==> src/rtl/knn_pkg.sv <==
// shared types and constants of the nearest neighbour classifier
`timescale 1ns / 1ps
package knn_pkg;

  localparam int FEAT_W    = 24;
  localparam int LABEL_W   = 8;
  localparam int OP_W      = 2;
  localparam int DIST_W    = 56;
  localparam int KCFG_W    = 5;
  localparam int NFCFG_W   = 7;
  localparam int CFG_W     = 7;
  localparam int CFG_IDX_W = 1;
  localparam int OUT_CNT_W = 12;

  localparam logic [OP_W-1:0] OP_TRAIN = 2'd0;
  localparam logic [OP_W-1:0] OP_QUERY = 2'd1;
  localparam logic [OP_W-1:0] OP_CLEAR = 2'd2;

  localparam logic [CFG_IDX_W-1:0] CFG_K  = 1'b0;
  localparam logic [CFG_IDX_W-1:0] CFG_NF = 1'b1;

  localparam logic [KCFG_W-1:0]  K_RESET  = 5'd10;
  localparam logic [NFCFG_W-1:0] NF_RESET = 7'd16;

  // 10000.0 squared in the 16 fraction bit distance format
  localparam logic [DIST_W-1:0] BOUND_SQ = DIST_W'(64'd100000000 << 16);

  typedef struct packed {
    logic take;
    logic zf_train;
    logic zf_query;
    logic cnt_inc;
    logic cls_init;
    logic vec_begin;
    logic feed;
    logic scan;
    logic update;
    logic vote_begin;
    logic vote_pick;
    logic vote_count;
    logic vote_close;
    logic vote_skip;
    logic publish;
  } cmd_t;

  typedef struct packed {
    logic [OP_W-1:0] op;
    logic last;
    logic room;
    logic zf_end;
    logic feed_last;
    logic pipe_empty;
    logic slot_last;
    logic j_last;
    logic vec_last;
    logic count_zero;
    logic slot_filled;
    logic out_free;
  } status_t;

endpackage

==> src/rtl/knn_ctrl.sv <==
// sequencing state machine of the classifier
`timescale 1ns / 1ps
module knn_ctrl (
  input  logic             clk,
  input  logic             rst,
  input  logic             in_valid,
  output logic             in_ready,
  input  knn_pkg::status_t st,
  output knn_pkg::cmd_t    cmd
);

  localparam logic [3:0] S_IDLE  = 4'd0;
  localparam logic [3:0] S_ZFT   = 4'd1;
  localparam logic [3:0] S_ZFQ   = 4'd2;
  localparam logic [3:0] S_CINIT = 4'd3;
  localparam logic [3:0] S_VBEG  = 4'd4;
  localparam logic [3:0] S_FEED  = 4'd5;
  localparam logic [3:0] S_DRAIN = 4'd6;
  localparam logic [3:0] S_SCAN  = 4'd7;
  localparam logic [3:0] S_UPD   = 4'd8;
  localparam logic [3:0] S_VOTB  = 4'd9;
  localparam logic [3:0] S_VOTS  = 4'd10;
  localparam logic [3:0] S_VOTJ  = 4'd11;
  localparam logic [3:0] S_VOTC  = 4'd12;
  localparam logic [3:0] S_FIN   = 4'd13;

  logic [3:0] state, state_next;

  assign in_ready = (state == S_IDLE) && !rst;

  always_comb begin
    cmd = '0;
    state_next = state;
    case (state)
      S_IDLE: begin
        if (in_valid && in_ready) begin
          cmd.take = 1'b1;
          if (st.last && st.op == knn_pkg::OP_TRAIN && st.room) begin
            state_next = S_ZFT;
          end else if (st.last && st.op == knn_pkg::OP_QUERY) begin
            state_next = S_ZFQ;
          end
        end
      end
      S_ZFT: begin
        if (st.zf_end) begin
          cmd.cnt_inc = 1'b1;
          state_next = S_IDLE;
        end else begin
          cmd.zf_train = 1'b1;
        end
      end
      S_ZFQ: begin
        if (st.zf_end) begin
          state_next = S_CINIT;
        end else begin
          cmd.zf_query = 1'b1;
        end
      end
      S_CINIT: begin
        cmd.cls_init = 1'b1;
        state_next = st.count_zero ? S_VOTB : S_VBEG;
      end
      S_VBEG: begin
        cmd.vec_begin = 1'b1;
        state_next = S_FEED;
      end
      S_FEED: begin
        cmd.feed = 1'b1;
        if (st.feed_last) begin
          state_next = S_DRAIN;
        end
      end
      S_DRAIN: begin
        if (st.pipe_empty) begin
          state_next = S_SCAN;
        end
      end
      S_SCAN: begin
        cmd.scan = 1'b1;
        if (st.slot_last) begin
          state_next = S_UPD;
        end
      end
      S_UPD: begin
        cmd.update = 1'b1;
        state_next = st.vec_last ? S_VOTB : S_VBEG;
      end
      S_VOTB: begin
        cmd.vote_begin = 1'b1;
        state_next = S_VOTS;
      end
      S_VOTS: begin
        if (st.slot_filled) begin
          cmd.vote_pick = 1'b1;
          state_next = S_VOTJ;
        end else begin
          cmd.vote_skip = 1'b1;
          if (st.slot_last) begin
            state_next = S_FIN;
          end
        end
      end
      S_VOTJ: begin
        cmd.vote_count = 1'b1;
        if (st.j_last) begin
          state_next = S_VOTC;
        end
      end
      S_VOTC: begin
        cmd.vote_close = 1'b1;
        state_next = st.slot_last ? S_FIN : S_VOTS;
      end
      S_FIN: begin
        if (st.out_free) begin
          cmd.publish = 1'b1;
          state_next = S_IDLE;
        end
      end
      default: begin
        state_next = S_IDLE;
      end
    endcase
  end

  always_ff @(posedge clk) begin
    if (rst) begin
      state <= S_IDLE;
    end else begin
      state <= state_next;
    end
  end

endmodule

==> config.mk <==
export PLATFORM = sky130hd
export DESIGN_NAME = knn_ctrl
export DESIGN_NICKNAME = d
export VERILOG_FILES = /design/src/rtl/knn_pkg.sv /design/src/rtl/knn_ctrl.sv
export SDC_FILE = /design/constraint.sdc
export NUM_CORES = 1
export LEC_CHECK = 0
export BUFFER_PORTS_ARGS = -buffer_cell sky130_fd_sc_hd__buf_4
export CAP_MARGIN = 25
export CORE_MARGIN = 10
export CORE_UTILIZATION = 30
export CTS_CLUSTER_DIAMETER = 40
export DETAILED_ROUTE_END_ITERATION = 10
export GPL_TIMING_DRIVEN = 0
export PLACE_DENSITY_LB_ADDON = 0.12
export SLEW_MARGIN = 10
export SYNTH_ARGS = -nofsm -noshare
export SYNTH_HDL_FRONTEND = slang
export SYNTH_SLANG_ARGS = --single-unit
==> constraint.sdc <==
create_clock -name clk -period 2.2 [get_ports clk]
set_input_delay 0 -clock clk [delete_from_list [all_inputs] [get_ports clk]]
set_output_delay 0 -clock clk [all_outputs]
set_load 0.1 [all_outputs]
==> flow_metrics.env <==
export IMPL_outcome="complete, no violations"
export IMPL_firstDrtPassIters=4
export IMPL_yosysWarnings=0
export IMPL_synth_cell_area_um2=621.8
export IMPL_final_worst_hold_slack_ns=0.06249
export IMPL_crit_arrival_ns=2.01
export IMPL_wirelength_mm=2.239
export IMPL_power_share_switching_pct=57.16
export IMPL_timing_final_max_slew_violations=0
export IMPL_finish_net_count=139
export IMPL_switchingPower_uw=453.4
export IMPL_max_freq_mhz=497.1
export IMPL_globalRoute_totalOverflow=0
export IMPL_setup_viol=0
export IMPL_synth_seq_cells=4
export IMPL_max_slew_worst_pin_slew_ns=0.6252
export IMPL_worst_path_dominant_cell_family="buffers and inverters"
export IMPL_highest_count_cells_in_the_layout_ignoring_fill_and_taps="30 x sky130_fd_sc_hd__buf_4, 6 x sky130_fd_sc_hd__nor2_1, 5 x sky130_fd_sc_hd__nand2_1, 5 x sky130_fd_sc_hd__inv_1"
export IMPL_distinct_cell_type_count_after_synthesis=42
export IMPL_share_comb_of_total_power_pct=76.9
export IMPL_cts_tree="yes"
export IMPL_flip_flop_count_of_the_largest_register_after_layout=4
export IMPL_netlist_top_cell_by_area="sky130_fd_sc_hd__dfxtp_1"
export IMPL_layout_worst_path_cycle_share_pct=91.44
export IMPL_clk_insertion_delay_late_ns=0.23
export IMPL_cp_num_buf_inv=3
export IMPL_antenna_cells=0
export IMPL_timing_critical_path_cells="clkbuf_1, buf_2, nand2_1, nor4_4, buf_4"
export IMPL_layout_cells_most_common="sky130_fd_sc_hd__buf_4"
export IMPL_via_per_inst=5.345
export IMPL_layout_filler_cells=220
export IMPL_critPathMaxFanout=10
export IMPL_gr_usage_all_layers_pct=10.40
export IMPL_critical_path_class="flip-flop to output port"
export IMPL_max_slew_margin_pct=58.32
export IMPL_highest_cell_delay_on_the_worst_timing_path_ns=0.39
export IMPL_place_area_um2=948.4
export IMPL_timing_clock_skew_ns=0.002935
export IMPL_finalWorstPathRequiredPeriod_ns=2.012
export IMPL_die_area_um2=4294
export IMPL_global_route_wire_length_before_repair_mm=3.719
export IMPL_finalSetupTns_ns=0
export IMPL_synth_area_top_cells="sky130_fd_sc_hd__dfxtp_1 13%, sky130_fd_sc_hd__nor3_1 5.6%, sky130_fd_sc_hd__nor2_1 5.4%"
export IMPL_critical_path_required_ns=2.20
export IMPL_cts_sinks=4
export IMPL_seq_area_frac_synth_pct=12.88
export IMPL_async_flop_share_pct=0
export IMPL_grt_max_degree=11
export IMPL_synthesized_net_count=105
export IMPL_fin_area_um2=967.2
export IMPL_count_of_buffers_inserted_at_the_top_level_ports=30
export IMPL_via_count=791
export IMPL_initial_utilization_pct=31.70
export IMPL_hp_class="input port to flip-flop"
export IMPL_initial_drc_count=30
export IMPL_critical_path_endpoint_type="output port"
export IMPL_ctsHtreeMaxLevel=1
export IMPL_cell_internal_pwr_uw=339.7
export IMPL_pwr_share_seq_pct=12.4
export IMPL_cts_hold_buf=0
export IMPL_most_common_flop_cell_mapped_by_yosys="sky130_fd_sc_hd__dfxtp_1"
export IMPL_total_power_uw=793.1
export IMPL_critical_path_startpoint_type="flip-flop"
export IMPL_dp_final_hpwl_mm=1.830
export IMPL_largest_register="state"
export IMPL_critical_path_slowest_cell="sky130_fd_sc_hd__dfxtp_1"
export IMPL_proportion_of_layout_cells_with_a_drive_suffix_above_1_pct=46.28
export IMPL_cell_rows=16
export IMPL_clockPowerShare_pct=10.7
export IMPL_clock_tree_root_cell="sky130_fd_sc_hd__clkbuf_4"
export IMPL_fin_hold_viols=0
export IMPL_avgSynthCellArea_um2=6.987
export IMPL_pwr_density_cell_nw_per_um2=820.0
export IMPL_largest_registers="state x4"
export IMPL_syn_instance_count=89
export IMPL_synth_edff_count=0
export IMPL_worst_setup_hold_path_clk_slew_ns=0.03
export IMPL_top_level_ports=32
export IMPL_area_delta_synth_final_pct=55.53
export IMPL_antenna_found_initial=0
export IMPL_rsz0062_at_grt="false"
export IMPL_floorplan_core_area_um2=1962
export IMPL_irDropWorstVdd_v=0.0004163
export IMPL_cts_buffers=3
export IMPL_drc_markers=0
export IMPL_cts_repair_resize_count=0
export IMPL_post_cts_setup_buffer_count=0
export IMPL_place_congestion=0.8034
export IMPL_p_leak_nw=0.3830
export IMPL_clock_tree_buffer_depth=2
export IMPL_max_cap_violations=0
export IMPL_die_height_um=65.53
export IMPL_chipWidth_um=65.53
export IMPL_drtAntennaViolNets=0
export IMPL_drt_wirelength_per_cell_um=15.13
export IMPL_post_synth_top_area_fraction_pct=12.88
export IMPL_first_global_vias=783
==> cell families (layout without fill, tap and decap cells) <==
| group | Yosys count | in the layout | share of synthesized area (%) |
|---|---|---|---|
| and+or+nand+nor | 43 | 43 | 41.65 |
| AOI/OAI and AO/OA | 25 | 25 | 31.39 |
| buffers and inverters | 15 | 47 | 11.07 |
| DFF | 4 | 4 | 12.88 |
| xor gates and xnor gates | 1 | 1 | 1.409 |
| muxes | 1 | 1 | 1.610 |
==> worst paths after layout <==
path	startpoint	end	slack, ns	cells after the start
setup reg to reg	state[3]	state[2]	0.27	6
setup / recovery	state[0]	cmd[13]	0.19	5
hold reg to reg	state[1]	state[1]	0.61	3
hold / removal	rst	state[1]	0.06	2
==> final cells by class <==
cell class | count | area, um2 | area share, %
Multi-Input combinational cell | 70 | 540.5 | 55.89
Sequential cell | 4 | 80.08 | 8.279
Tap cell | 27 | 33.78 | 3.493
Inverter | 6 | 22.52 | 2.329
Buffer | 8 | 42.54 | 4.398
Timing Repair Buffer | 30 | 225.2 | 23.29
Clock buffer | 3 | 22.52 | 2.329
==> cell usage after synthesis, types with 2 or more instances <==
master                      number
sky130_fd_sc_hd__a21oi_1         4
sky130_fd_sc_hd__a22oi_1         2
sky130_fd_sc_hd__a31oi_1         2
sky130_fd_sc_hd__buf_1           2
sky130_fd_sc_hd__buf_2           4
sky130_fd_sc_hd__clkbuf_1        2
sky130_fd_sc_hd__dfxtp_1         4
sky130_fd_sc_hd__inv_1           5
sky130_fd_sc_hd__nand2_1         5
sky130_fd_sc_hd__nand2b_1        4
sky130_fd_sc_hd__nand4bb_1       2
sky130_fd_sc_hd__nor2_1          9
sky130_fd_sc_hd__nor3_1          7
sky130_fd_sc_hd__nor4_1          4
sky130_fd_sc_hd__nor4b_1         3
sky130_fd_sc_hd__o21ai_0         3
sky130_fd_sc_hd__or2_2           2
==> power groups by stage <==
stage | Combinational (mW) | Clock, mW | Sequential [mW]
finish | 0.610 | 0.0850 | 0.0983
global route | 0.657 | 0.0941 | 0.0987
CTS | 0.608 | 0.0888 | 0.0982
detailed placement | 0.606 | 0 | 0.0993
global placement | 0.612 | 0 | 0.0997
floorplan | 0.486 | 0 | 0.0964
==> worst register-to-register path, cell delays in order (launching register included) <==
cell and delay [ns]:
sky130_fd_sc_hd__dfxtp_1 0.36, sky130_fd_sc_hd__buf_2 0.38, sky130_fd_sc_hd__inv_2 0.08, sky130_fd_sc_hd__a31oi_1 0.21
sky130_fd_sc_hd__o221ai_2 0.17, sky130_fd_sc_hd__or2_4 0.31, sky130_fd_sc_hd__o41ai_2 0.31
==> metrics by stage <==
step / instances / util [%] / setup slack (ns)
2_1_floorplan: 89 / - / -0.6252
3_3_place_gp: 146 / 48.34 / 0.3115
3_5_place_dp: 146 / 48.34 / 0.3495
4_1_cts: 149 / 49.49 / 0.09616
5_1_grt: 148 / 49.30 / 0.07598
6_report: 148 / 49.30 / 0.1883
==> routing by layer <==
metal  wire length (um)  share of wire [%]  track usage, %
met5                  0                  0               0
met4                  0                  0           2.406
met3                 63                2.8           1.186
met2               1208                 54           18.78
met1                967                 43           12.67
No activity file was read; power rests on OpenSTA's default activity.
